File: config.mk
export PLATFORM = sky130hd
export DESIGN_NAME = quadtree_neighbor_cell_ranges_flat
export DESIGN_NICKNAME = d
export VERILOG_FILES = /design/src/sv/qnc_pkg.sv /design/src/sv/qnc_if.sv /design/src/sv/qnc_seq.sv /design/src/sv/qnc_encode.sv /design/src/sv/quadtree_neighbor_cell_ranges.sv /design/src/flat_wrapper.sv
export SDC_FILE = /design/constraint.sdc
export NUM_CORES = 1
export LEC_CHECK = 0
export BUFFER_PORTS_ARGS = -buffer_cell sky130_fd_sc_hd__buf_4
export CAP_MARGIN = 20
export CELL_PAD_IN_SITES_DETAIL_PLACEMENT = 1
export CELL_PAD_IN_SITES_GLOBAL_PLACEMENT = 1
export CORE_MARGIN = 5
export CORE_UTILIZATION = 49
export DETAILED_ROUTE_END_ITERATION = 7
export PLACE_DENSITY = 0.94
export SLEW_MARGIN = 15
export SYNTH_ARGS = -nofsm -noshare
export SYNTH_HDL_FRONTEND = slang
export SYNTH_SLANG_ARGS = --single-unit
File: constraint.sdc
create_clock -name clock -period 15.5 [get_ports clock]
set_clock_uncertainty 0.15 [all_clocks]
set_input_delay 2.325 -clock clock [delete_from_list [all_inputs] [get_ports clock]]
set_output_delay 2.325 -clock clock [all_outputs]
set_load 0.01 [all_outputs]
File: src/sv/qnc_pkg.sv
package qnc_pkg;

   localparam int CodeWidth  = 64;
   localparam int CoordWidth = 32;
   localparam int LevelWidth = 5;
   localparam int IndexWidth = 4;
   localparam int ShiftWidth = 7;

   localparam logic [LevelWidth-1:0] MaxLevel = LevelWidth'(30);
   localparam logic [IndexWidth-1:0] LastStep = IndexWidth'(8);

   // neighbor offset along one axis, in units of one level-deep cell
   typedef enum logic [1:0] {
      OFF_MINUS = 2'd0,
      OFF_ZERO  = 2'd1,
      OFF_PLUS  = 2'd2
   } offset_type;

   // one neighbor to encode, handed from the sequencer to the encoder
   typedef struct packed {
      logic [CoordWidth-1:0] x_base;
      logic [CoordWidth-1:0] y_base;
      logic [CoordWidth-1:0] stride;
      logic [CodeWidth-1:0]  mask;
      offset_type            x_off;
      offset_type            y_off;
      logic [IndexWidth-1:0] index;
      logic                  last;
   } work_type;

   typedef struct packed {
      logic [IndexWidth-1:0] neighbor_index;
      logic [CodeWidth-1:0]  range_low;
      logic [CodeWidth-1:0]  range_high;
      logic                  last_range;
   } rsp_word_type;

   // gather every other bit of the code, starting at bit lane
   function automatic logic [CoordWidth-1:0] pick_lane(input logic [CodeWidth-1:0] code,
                                                       input logic lane);
      logic [CoordWidth-1:0] v;
      v = '0;
      for (int i = 0; i < CoordWidth; i++) begin
         v[i] = lane ? code[2*i+1] : code[2*i];
      end
      return v;
   endfunction

   // interleave x into the even bits and y into the odd bits
   function automatic logic [CodeWidth-1:0] interleave(input logic [CoordWidth-1:0] x,
                                                       input logic [CoordWidth-1:0] y);
      logic [CodeWidth-1:0] c;
      c = '0;
      for (int i = 0; i < CoordWidth; i++) begin
         c[2*i]   = x[i];
         c[2*i+1] = y[i];
      end
      return c;
   endfunction

endpackage

File: src/sv/qnc_if.sv
interface qnc_req_if;
   import qnc_pkg::*;

   logic                  valid;
   logic                  ready;
   logic [CodeWidth-1:0]  cell_code;
   logic [LevelWidth-1:0] level;

   modport source (output valid, output cell_code, output level, input ready);
   modport sink   (input valid, input cell_code, input level, output ready);
   modport monitor(input valid, input cell_code, input level, input ready);
endinterface

interface qnc_rsp_if;
   import qnc_pkg::*;

   logic                  valid;
   logic                  ready;
   logic [IndexWidth-1:0] neighbor_index;
   logic [CodeWidth-1:0]  range_low;
   logic [CodeWidth-1:0]  range_high;
   logic                  last_range;

   modport source (output valid, output neighbor_index, output range_low,
                   output range_high, output last_range, input ready);
   modport sink   (input valid, input neighbor_index, input range_low,
                   input range_high, input last_range, output ready);
   modport monitor(input valid, input neighbor_index, input range_low,
                   input range_high, input last_range, input ready);
endinterface

File: src/sv/qnc_seq.sv
module qnc_seq (
   input  logic                           clock,
   input  logic                           reset,
   input  logic                           in_valid,
   output logic                           in_ready,
   input  logic [qnc_pkg::CodeWidth-1:0]  cell_code,
   input  logic [qnc_pkg::LevelWidth-1:0] level,
   input  logic                           advance,
   output logic                           work_valid,
   output qnc_pkg::work_type              work
);
   import qnc_pkg::*;

   logic                  busy_ff, busy_in;
   logic [IndexWidth-1:0] step_ff, step_in;
   offset_type            xoff_ff, xoff_in;
   offset_type            yoff_ff, yoff_in;
   logic [CoordWidth-1:0] x_ff, y_ff, stride_ff;
   logic [CodeWidth-1:0]  mask_ff;

   logic                  load;
   logic                  at_last;
   logic [LevelWidth-1:0] lvl;
   logic [ShiftWidth-1:0] mask_shift;
   logic [LevelWidth:0]   stride_shift;

   assign at_last  = (step_ff == LastStep);
   assign in_ready = !busy_ff || (advance && at_last);
   assign load     = in_valid && in_ready;

   // level 31 saturates to the deepest supported level
   assign lvl          = (level > MaxLevel) ? MaxLevel : level;
   assign mask_shift   = ShiftWidth'(CodeWidth) - ShiftWidth'({lvl, 1'b0});
   assign stride_shift = (LevelWidth+1)'(CoordWidth) - (LevelWidth+1)'(lvl);

   always_comb begin
      busy_in = busy_ff;
      step_in = step_ff;
      xoff_in = xoff_ff;
      yoff_in = yoff_ff;
      if (load) begin
         busy_in = 1'b1;
         step_in = '0;
         xoff_in = OFF_MINUS;
         yoff_in = OFF_MINUS;
      end else if (advance) begin
         if (at_last) begin
            busy_in = 1'b0;
            step_in = '0;
         end else begin
            step_in = step_ff + IndexWidth'(1);
         end
         case (yoff_ff)
            OFF_MINUS: yoff_in = OFF_ZERO;
            OFF_ZERO:  yoff_in = OFF_PLUS;
            default: begin
               yoff_in = OFF_MINUS;
               case (xoff_ff)
                  OFF_MINUS: xoff_in = OFF_ZERO;
                  OFF_ZERO:  xoff_in = OFF_PLUS;
                  default:   xoff_in = OFF_MINUS;
               endcase
            end
         endcase
      end
   end

   always_ff @(posedge clock) begin
      if (reset) begin
         busy_ff <= 1'b0;
         step_ff <= '0;
         xoff_ff <= OFF_MINUS;
         yoff_ff <= OFF_MINUS;
      end else begin
         busy_ff <= busy_in;
         step_ff <= step_in;
         xoff_ff <= xoff_in;
         yoff_ff <= yoff_in;
      end
   end

   always_ff @(posedge clock) begin
      if (load) begin
         x_ff      <= pick_lane(cell_code, 1'b0);
         y_ff      <= pick_lane(cell_code, 1'b1);
         stride_ff <= (lvl == '0) ? '0 : (CoordWidth'(1) << stride_shift);
         mask_ff   <= (lvl == '0) ? '0 : ({CodeWidth{1'b1}} << mask_shift);
      end
   end

   assign work_valid   = busy_ff;
   assign work.x_base  = x_ff;
   assign work.y_base  = y_ff;
   assign work.stride  = stride_ff;
   assign work.mask    = mask_ff;
   assign work.x_off   = xoff_ff;
   assign work.y_off   = yoff_ff;
   assign work.index   = step_ff;
   assign work.last    = at_last;

endmodule

File: src/sv/qnc_encode.sv
module qnc_encode (
   input  qnc_pkg::work_type     work,
   output qnc_pkg::rsp_word_type word
);
   import qnc_pkg::*;

   logic [CoordWidth-1:0] xi, yi;
   logic [CodeWidth-1:0]  code;

   // x moves with the offset; the stored y bits are inverted, so they move against it
   always_comb begin
      case (work.x_off)
         OFF_MINUS: xi = work.x_base - work.stride;
         OFF_PLUS:  xi = work.x_base + work.stride;
         default:   xi = work.x_base;
      endcase
      case (work.y_off)
         OFF_MINUS: yi = work.y_base + work.stride;
         OFF_PLUS:  yi = work.y_base - work.stride;
         default:   yi = work.y_base;
      endcase
   end

   assign code = interleave(xi, yi);

   assign word.neighbor_index = work.index;
   assign word.range_low      = code & work.mask;
   assign word.range_high     = code | ~work.mask;
   assign word.last_range     = work.last;

endmodule

File: src/sv/quadtree_neighbor_cell_ranges.sv
//  channel    | dir | handshake          | word
//  -----------+-----+--------------------+------------------------------------------------
//  req_chan   | in  | valid/ready        | cell_code[63:0], level[4:0]
//  rsp_chan   | out | valid/ready        | neighbor_index[3:0], range_low[63:0],
//             |     |                    | range_high[63:0], last_range
//
//  One request word yields nine response words, one per cycle while the response side does
//  not stall; the step counter in qnc_seq steps through the nine words.
//  A request is taken in the same cycle its predecessor's ninth word leaves the sequencer.
//  Synchronous active-high reset empties the sequencer and the output register.
//  A response stall holds the output register and freezes the step counter.
module quadtree_neighbor_cell_ranges (
   input logic         clock,
   input logic         reset,
   qnc_req_if.sink     req_chan,
   qnc_rsp_if.source   rsp_chan
);
   import qnc_pkg::*;

   logic         work_valid;
   work_type     work;
   rsp_word_type enc_word;
   logic         advance;

   rsp_word_type rsp_word_ff;
   logic         rsp_valid_ff, rsp_valid_in;

   // sequencer moves when the output register is empty or being drained
   assign advance = work_valid && (!rsp_valid_ff || rsp_chan.ready);

   qnc_seq u_seq (
      .clock      (clock),
      .reset      (reset),
      .in_valid   (req_chan.valid),
      .in_ready   (req_chan.ready),
      .cell_code  (req_chan.cell_code),
      .level      (req_chan.level),
      .advance    (advance),
      .work_valid (work_valid),
      .work       (work)
   );

   qnc_encode u_encode (
      .work (work),
      .word (enc_word)
   );

   assign rsp_valid_in = advance || (rsp_valid_ff && !rsp_chan.ready);

   always_ff @(posedge clock) begin
      if (reset) begin
         rsp_valid_ff <= 1'b0;
      end else begin
         rsp_valid_ff <= rsp_valid_in;
      end
   end

   always_ff @(posedge clock) begin
      if (advance) begin
         rsp_word_ff <= enc_word;
      end
   end

   assign rsp_chan.valid          = rsp_valid_ff;
   assign rsp_chan.neighbor_index = rsp_word_ff.neighbor_index;
   assign rsp_chan.range_low      = rsp_word_ff.range_low;
   assign rsp_chan.range_high     = rsp_word_ff.range_high;
   assign rsp_chan.last_range     = rsp_word_ff.last_range;

endmodule

File: src/flat_wrapper.sv
// flat-port wrapper written by rule: the top's interface ports become plain ports
module quadtree_neighbor_cell_ranges_flat import qnc_pkg::*;
  (clock, reset, req_chan_valid, req_chan_cell_code, req_chan_level, req_chan_ready, rsp_chan_valid, rsp_chan_neighbor_index, rsp_chan_range_low, rsp_chan_range_high, rsp_chan_last_range, rsp_chan_ready);
  qnc_req_if req_chan_i ();
  qnc_rsp_if rsp_chan_i ();
  input logic clock;
  input logic reset;
  input wire logic [$bits(req_chan_i.valid)-1:0] req_chan_valid;
  input wire logic [$bits(req_chan_i.cell_code)-1:0] req_chan_cell_code;
  input wire logic [$bits(req_chan_i.level)-1:0] req_chan_level;
  output wire logic [$bits(req_chan_i.ready)-1:0] req_chan_ready;
  output wire logic [$bits(rsp_chan_i.valid)-1:0] rsp_chan_valid;
  output wire logic [$bits(rsp_chan_i.neighbor_index)-1:0] rsp_chan_neighbor_index;
  output wire logic [$bits(rsp_chan_i.range_low)-1:0] rsp_chan_range_low;
  output wire logic [$bits(rsp_chan_i.range_high)-1:0] rsp_chan_range_high;
  output wire logic [$bits(rsp_chan_i.last_range)-1:0] rsp_chan_last_range;
  input wire logic [$bits(rsp_chan_i.ready)-1:0] rsp_chan_ready;
  assign req_chan_i.valid = req_chan_valid;
  assign req_chan_i.cell_code = req_chan_cell_code;
  assign req_chan_i.level = req_chan_level;
  assign req_chan_ready = req_chan_i.ready;
  assign rsp_chan_valid = rsp_chan_i.valid;
  assign rsp_chan_neighbor_index = rsp_chan_i.neighbor_index;
  assign rsp_chan_range_low = rsp_chan_i.range_low;
  assign rsp_chan_range_high = rsp_chan_i.range_high;
  assign rsp_chan_last_range = rsp_chan_i.last_range;
  assign rsp_chan_i.ready = rsp_chan_ready;
  quadtree_neighbor_cell_ranges u_core (.clock(clock), .reset(reset), .req_chan(req_chan_i), .rsp_chan(rsp_chan_i));
endmodule
==> impl_metrics.toml <==
[layout]
stdcell_area_sq_um = 18200
fin_cells = 2079
mostFrequentLayoutCells = "260 x edfxtp_1, 216 x buf_4, 167 x nand2_1, 159 x nor2_1, 102 x a21oi_1"
fin_util_pct = 59.18
area_growth_pct = 18.76
drive_gt1_share_pct = 17.30
final_net_count = 1811
final_common_cell = "edfxtp_1"
final.fill_count = 3386

[drt]
wirelength_microns = 52940
wl_per_cell_microns = 25.46
vias_per_cell = 6.114
routed.top_layer = "met5"
final_antenna_net_count = 0
routedLengthMet1_microns = 21010
vias = 12710
drc_errors = 0
wl_met2_microns = 25540
drt_iter0_markers = 1152
wl_met3_microns = 4103
dr.pass1.iters = 5

[clocking]
insertion_delay_ps = 570
cts_root_buffer = "clkbuf_16"
cts_tree = "built"
hold_buffers = 0
cts.clk_slew.worst_paths_ps = 60
cts_buffer_depth = 3
cts_buffers = 30
post-cts-setup-buffers = 0
cts_resized = 0
cts_sinks = 270
htree_num_levels = 1

[yosys]
async_flop_share_pct = 0
synth_compound_area_share_pct = 13.42
netlist_area_sq_um = 15320
synth_nets = 1625
yosysSeqAreaShare_pct = 52.26
avgSynthCellArea_sq_um = 10.41
yosys.area_share.simple_pct = 16.79
synthFlopType = "edfxtp_1"
synth_cells = 1472
ys_seq_elements = 270
yosysWarnings = 0
synth_fa_ha_area_share_pct = 6.630
synth_xor_area_share_pct = 6.050
synth_top_family_by_area = "simple AND/OR/NAND/NOR gates"
synth_edf_count = 260
muxShareOfSynthArea_pct = 2.017
synth_cell_types = 66

[placement]
hpwlAfterDp_microns = 40020
placed_area_sq_um = 17220
gp_congestion = 0.9373
pre_cts_slack_ps = 9628
portBuffers = 207
dp_cells = 2022

[global_route]
gr-total-overflow = 0
antenna_found_initial = 2
grt_max_degree = 79
track_usage_pct = 29.21
grt_pass1_vias = 13582
grt_pass1_wl_microns = 80180

[power]
ir_drop_v = 0.00009189
power-per-cell-area_nw_per_um2 = 112.8
finalPower_mw = 2.052
p_leak_nw = 7.222

[worst_hold_path]
hold_class = "flip-flop to flip-flop"

[sta]
slew_viol_final = 0
max_slew_margin_pct = 26.74
setup-tns-final_ps = 0
hold_viol = 0
fin_ws_ps = 9372
finalSetupViolCount = 0
min_period_ps = 6128
worstMarginPinSlew_ps = 1099
fmax_ghz = 0.1632
timing.final.crit_share_pct = 39.54
fin_hold_ws_ps = 377.9
rsz0062_at_grt = "false"

[run_status]
outcome = "finished, final reports clean"

[worst_setup_path]
critPathTopFamily = "simple AND/OR/NAND/NOR gates"
cp_slowest_cell = "nor4_1"
crit_path_frequent_cell = "a21oi_1"
cp_max_fo = 9
cp_data_required_time_ps = 15670
setup.worst_path.end_class = "flip-flop"
worstSetupStartpointType = "flip-flop"
crit_type = "flip-flop to flip-flop"
max_stage_delay_ps = 650
path_cells = "inv_1, ha_1, nor3b_1, nand4b_1, or4_1, nor4_1, a21oi_1, xnor2_1, ha_1, a211oi_1, o21bai_1, a21o_1, a21oi_1, o21ai_0, a21oi_1, mux2i_4, mux2_2"
crit_buf_inv = 1
crit_arrival_ps = 6300

[die]
placeableCoreArea_sq_um = 30750
die_h_microns = 186.8
initial_core_util_pct = 49.83
io_pins = 208
rows = 64
die_w_microns = 186.8
die_area_sq_um = 34910

[flow_run]
cap_violations = 0
## area by class of cell
type | count | area (sq um) | share of cell area [%]
Antenna cell | 1 | 2.502 | 0.01375
Clock buffer | 42 | 825.8 | 4.538
Clock inverter | 14 | 153.9 | 0.8457
Inverter | 54 | 205.2 | 1.128
Multi-Input combinational cell | 1086 | 6883 | 37.82
Sequential cell | 270 | 8010 | 44.02
Tap cell | 396 | 495.5 | 2.723
Timing Repair Buffer | 216 | 1622 | 8.911
## worst register-to-register path, delay by kind of cell (launching register included)
family,cells,cell delay [ps]
simple gates,4,2090
compound gates,7,1380
mux,2,760
fa+ha+maj,2,580
flops,1,510
xor+xnor,1,230
buf+inv,1,160
## synth_stat cells, drive strengths merged (18+ instances only)
library cell	count	area share [%]
a21o	30	1.5
nor3	30	0.98
nand3	25	0.82
nor2	159	3.9
nor2b	31	1.3
a21oi	102	3.3
ha	78	6.4
xnor2	60	3.5
nand2b	28	1.1
edfxtp	260	51
and2	28	1.1
xor2	45	2.6
nand2	167	4.1
mux2i	18	1.3
clkbuf	57	1.4
o211ai	20	0.98
o21ai	83	2.7
inv	54	1.3
## report_power, final
group	switching [mW]	total (mW)	internal [mW]
clock	0.299	0.719	0.420
combinational	0.258	0.421	0.163
sequential	0.0394	0.912	0.872
total	0.597	2.05	1.46
## cells by family after synthesis
family | after synthesis
and+or+nand+nor | 543
xor gates and xnor gates | 105
muxes | 28
buffers and inverters | 116
AOI/OAI and AO/OA | 330
DFF | 270
adders and majority gates | 80
## final timing paths
path                             start                                end  slack (ps)  depth (start not counted)
max          u_core.u_seq.stride_ff[0]      u_core.rsp_chan.range_low[63]        9370                         17
min            u_core.u_seq.step_ff[1]  u_core.rsp_chan.neighbor_index[1]         380                          0
max reg2reg  u_core.u_seq.stride_ff[0]      u_core.rsp_chan.range_low[63]        9370                         17
min reg2reg    u_core.u_seq.step_ff[1]  u_core.rsp_chan.neighbor_index[1]         380                          0
## flip-flops by register name, summed over array words and instances (netlist names)
register / flops
u_core.rsp_chan.range_high: 64
u_core.rsp_chan.range_low: 64
u_core.u_seq.stride_ff: 32
u_core.u_seq.x_ff: 32
u_core.u_seq.y_ff: 32
u_core.u_seq.mask_ff: 31
u_core.rsp_chan.neighbor_index: 4
u_core.u_seq.step_ff: 4
u_core.u_seq.xoff_ff: 2
u_core.u_seq.yoff_ff: 2
u_core.rsp_chan.last_range: 1
u_core.rsp_chan.valid: 1
u_core.u_seq.work_valid: 1
## routing by layer
layer,GRT usage [%],vias up
met1,37.33,6274
met3,5.151,133
met5,0,-
li1,-,5692
met4,11.18,2
met2,49.83,609
No activity file was read; power rests on OpenSTA's default activity.
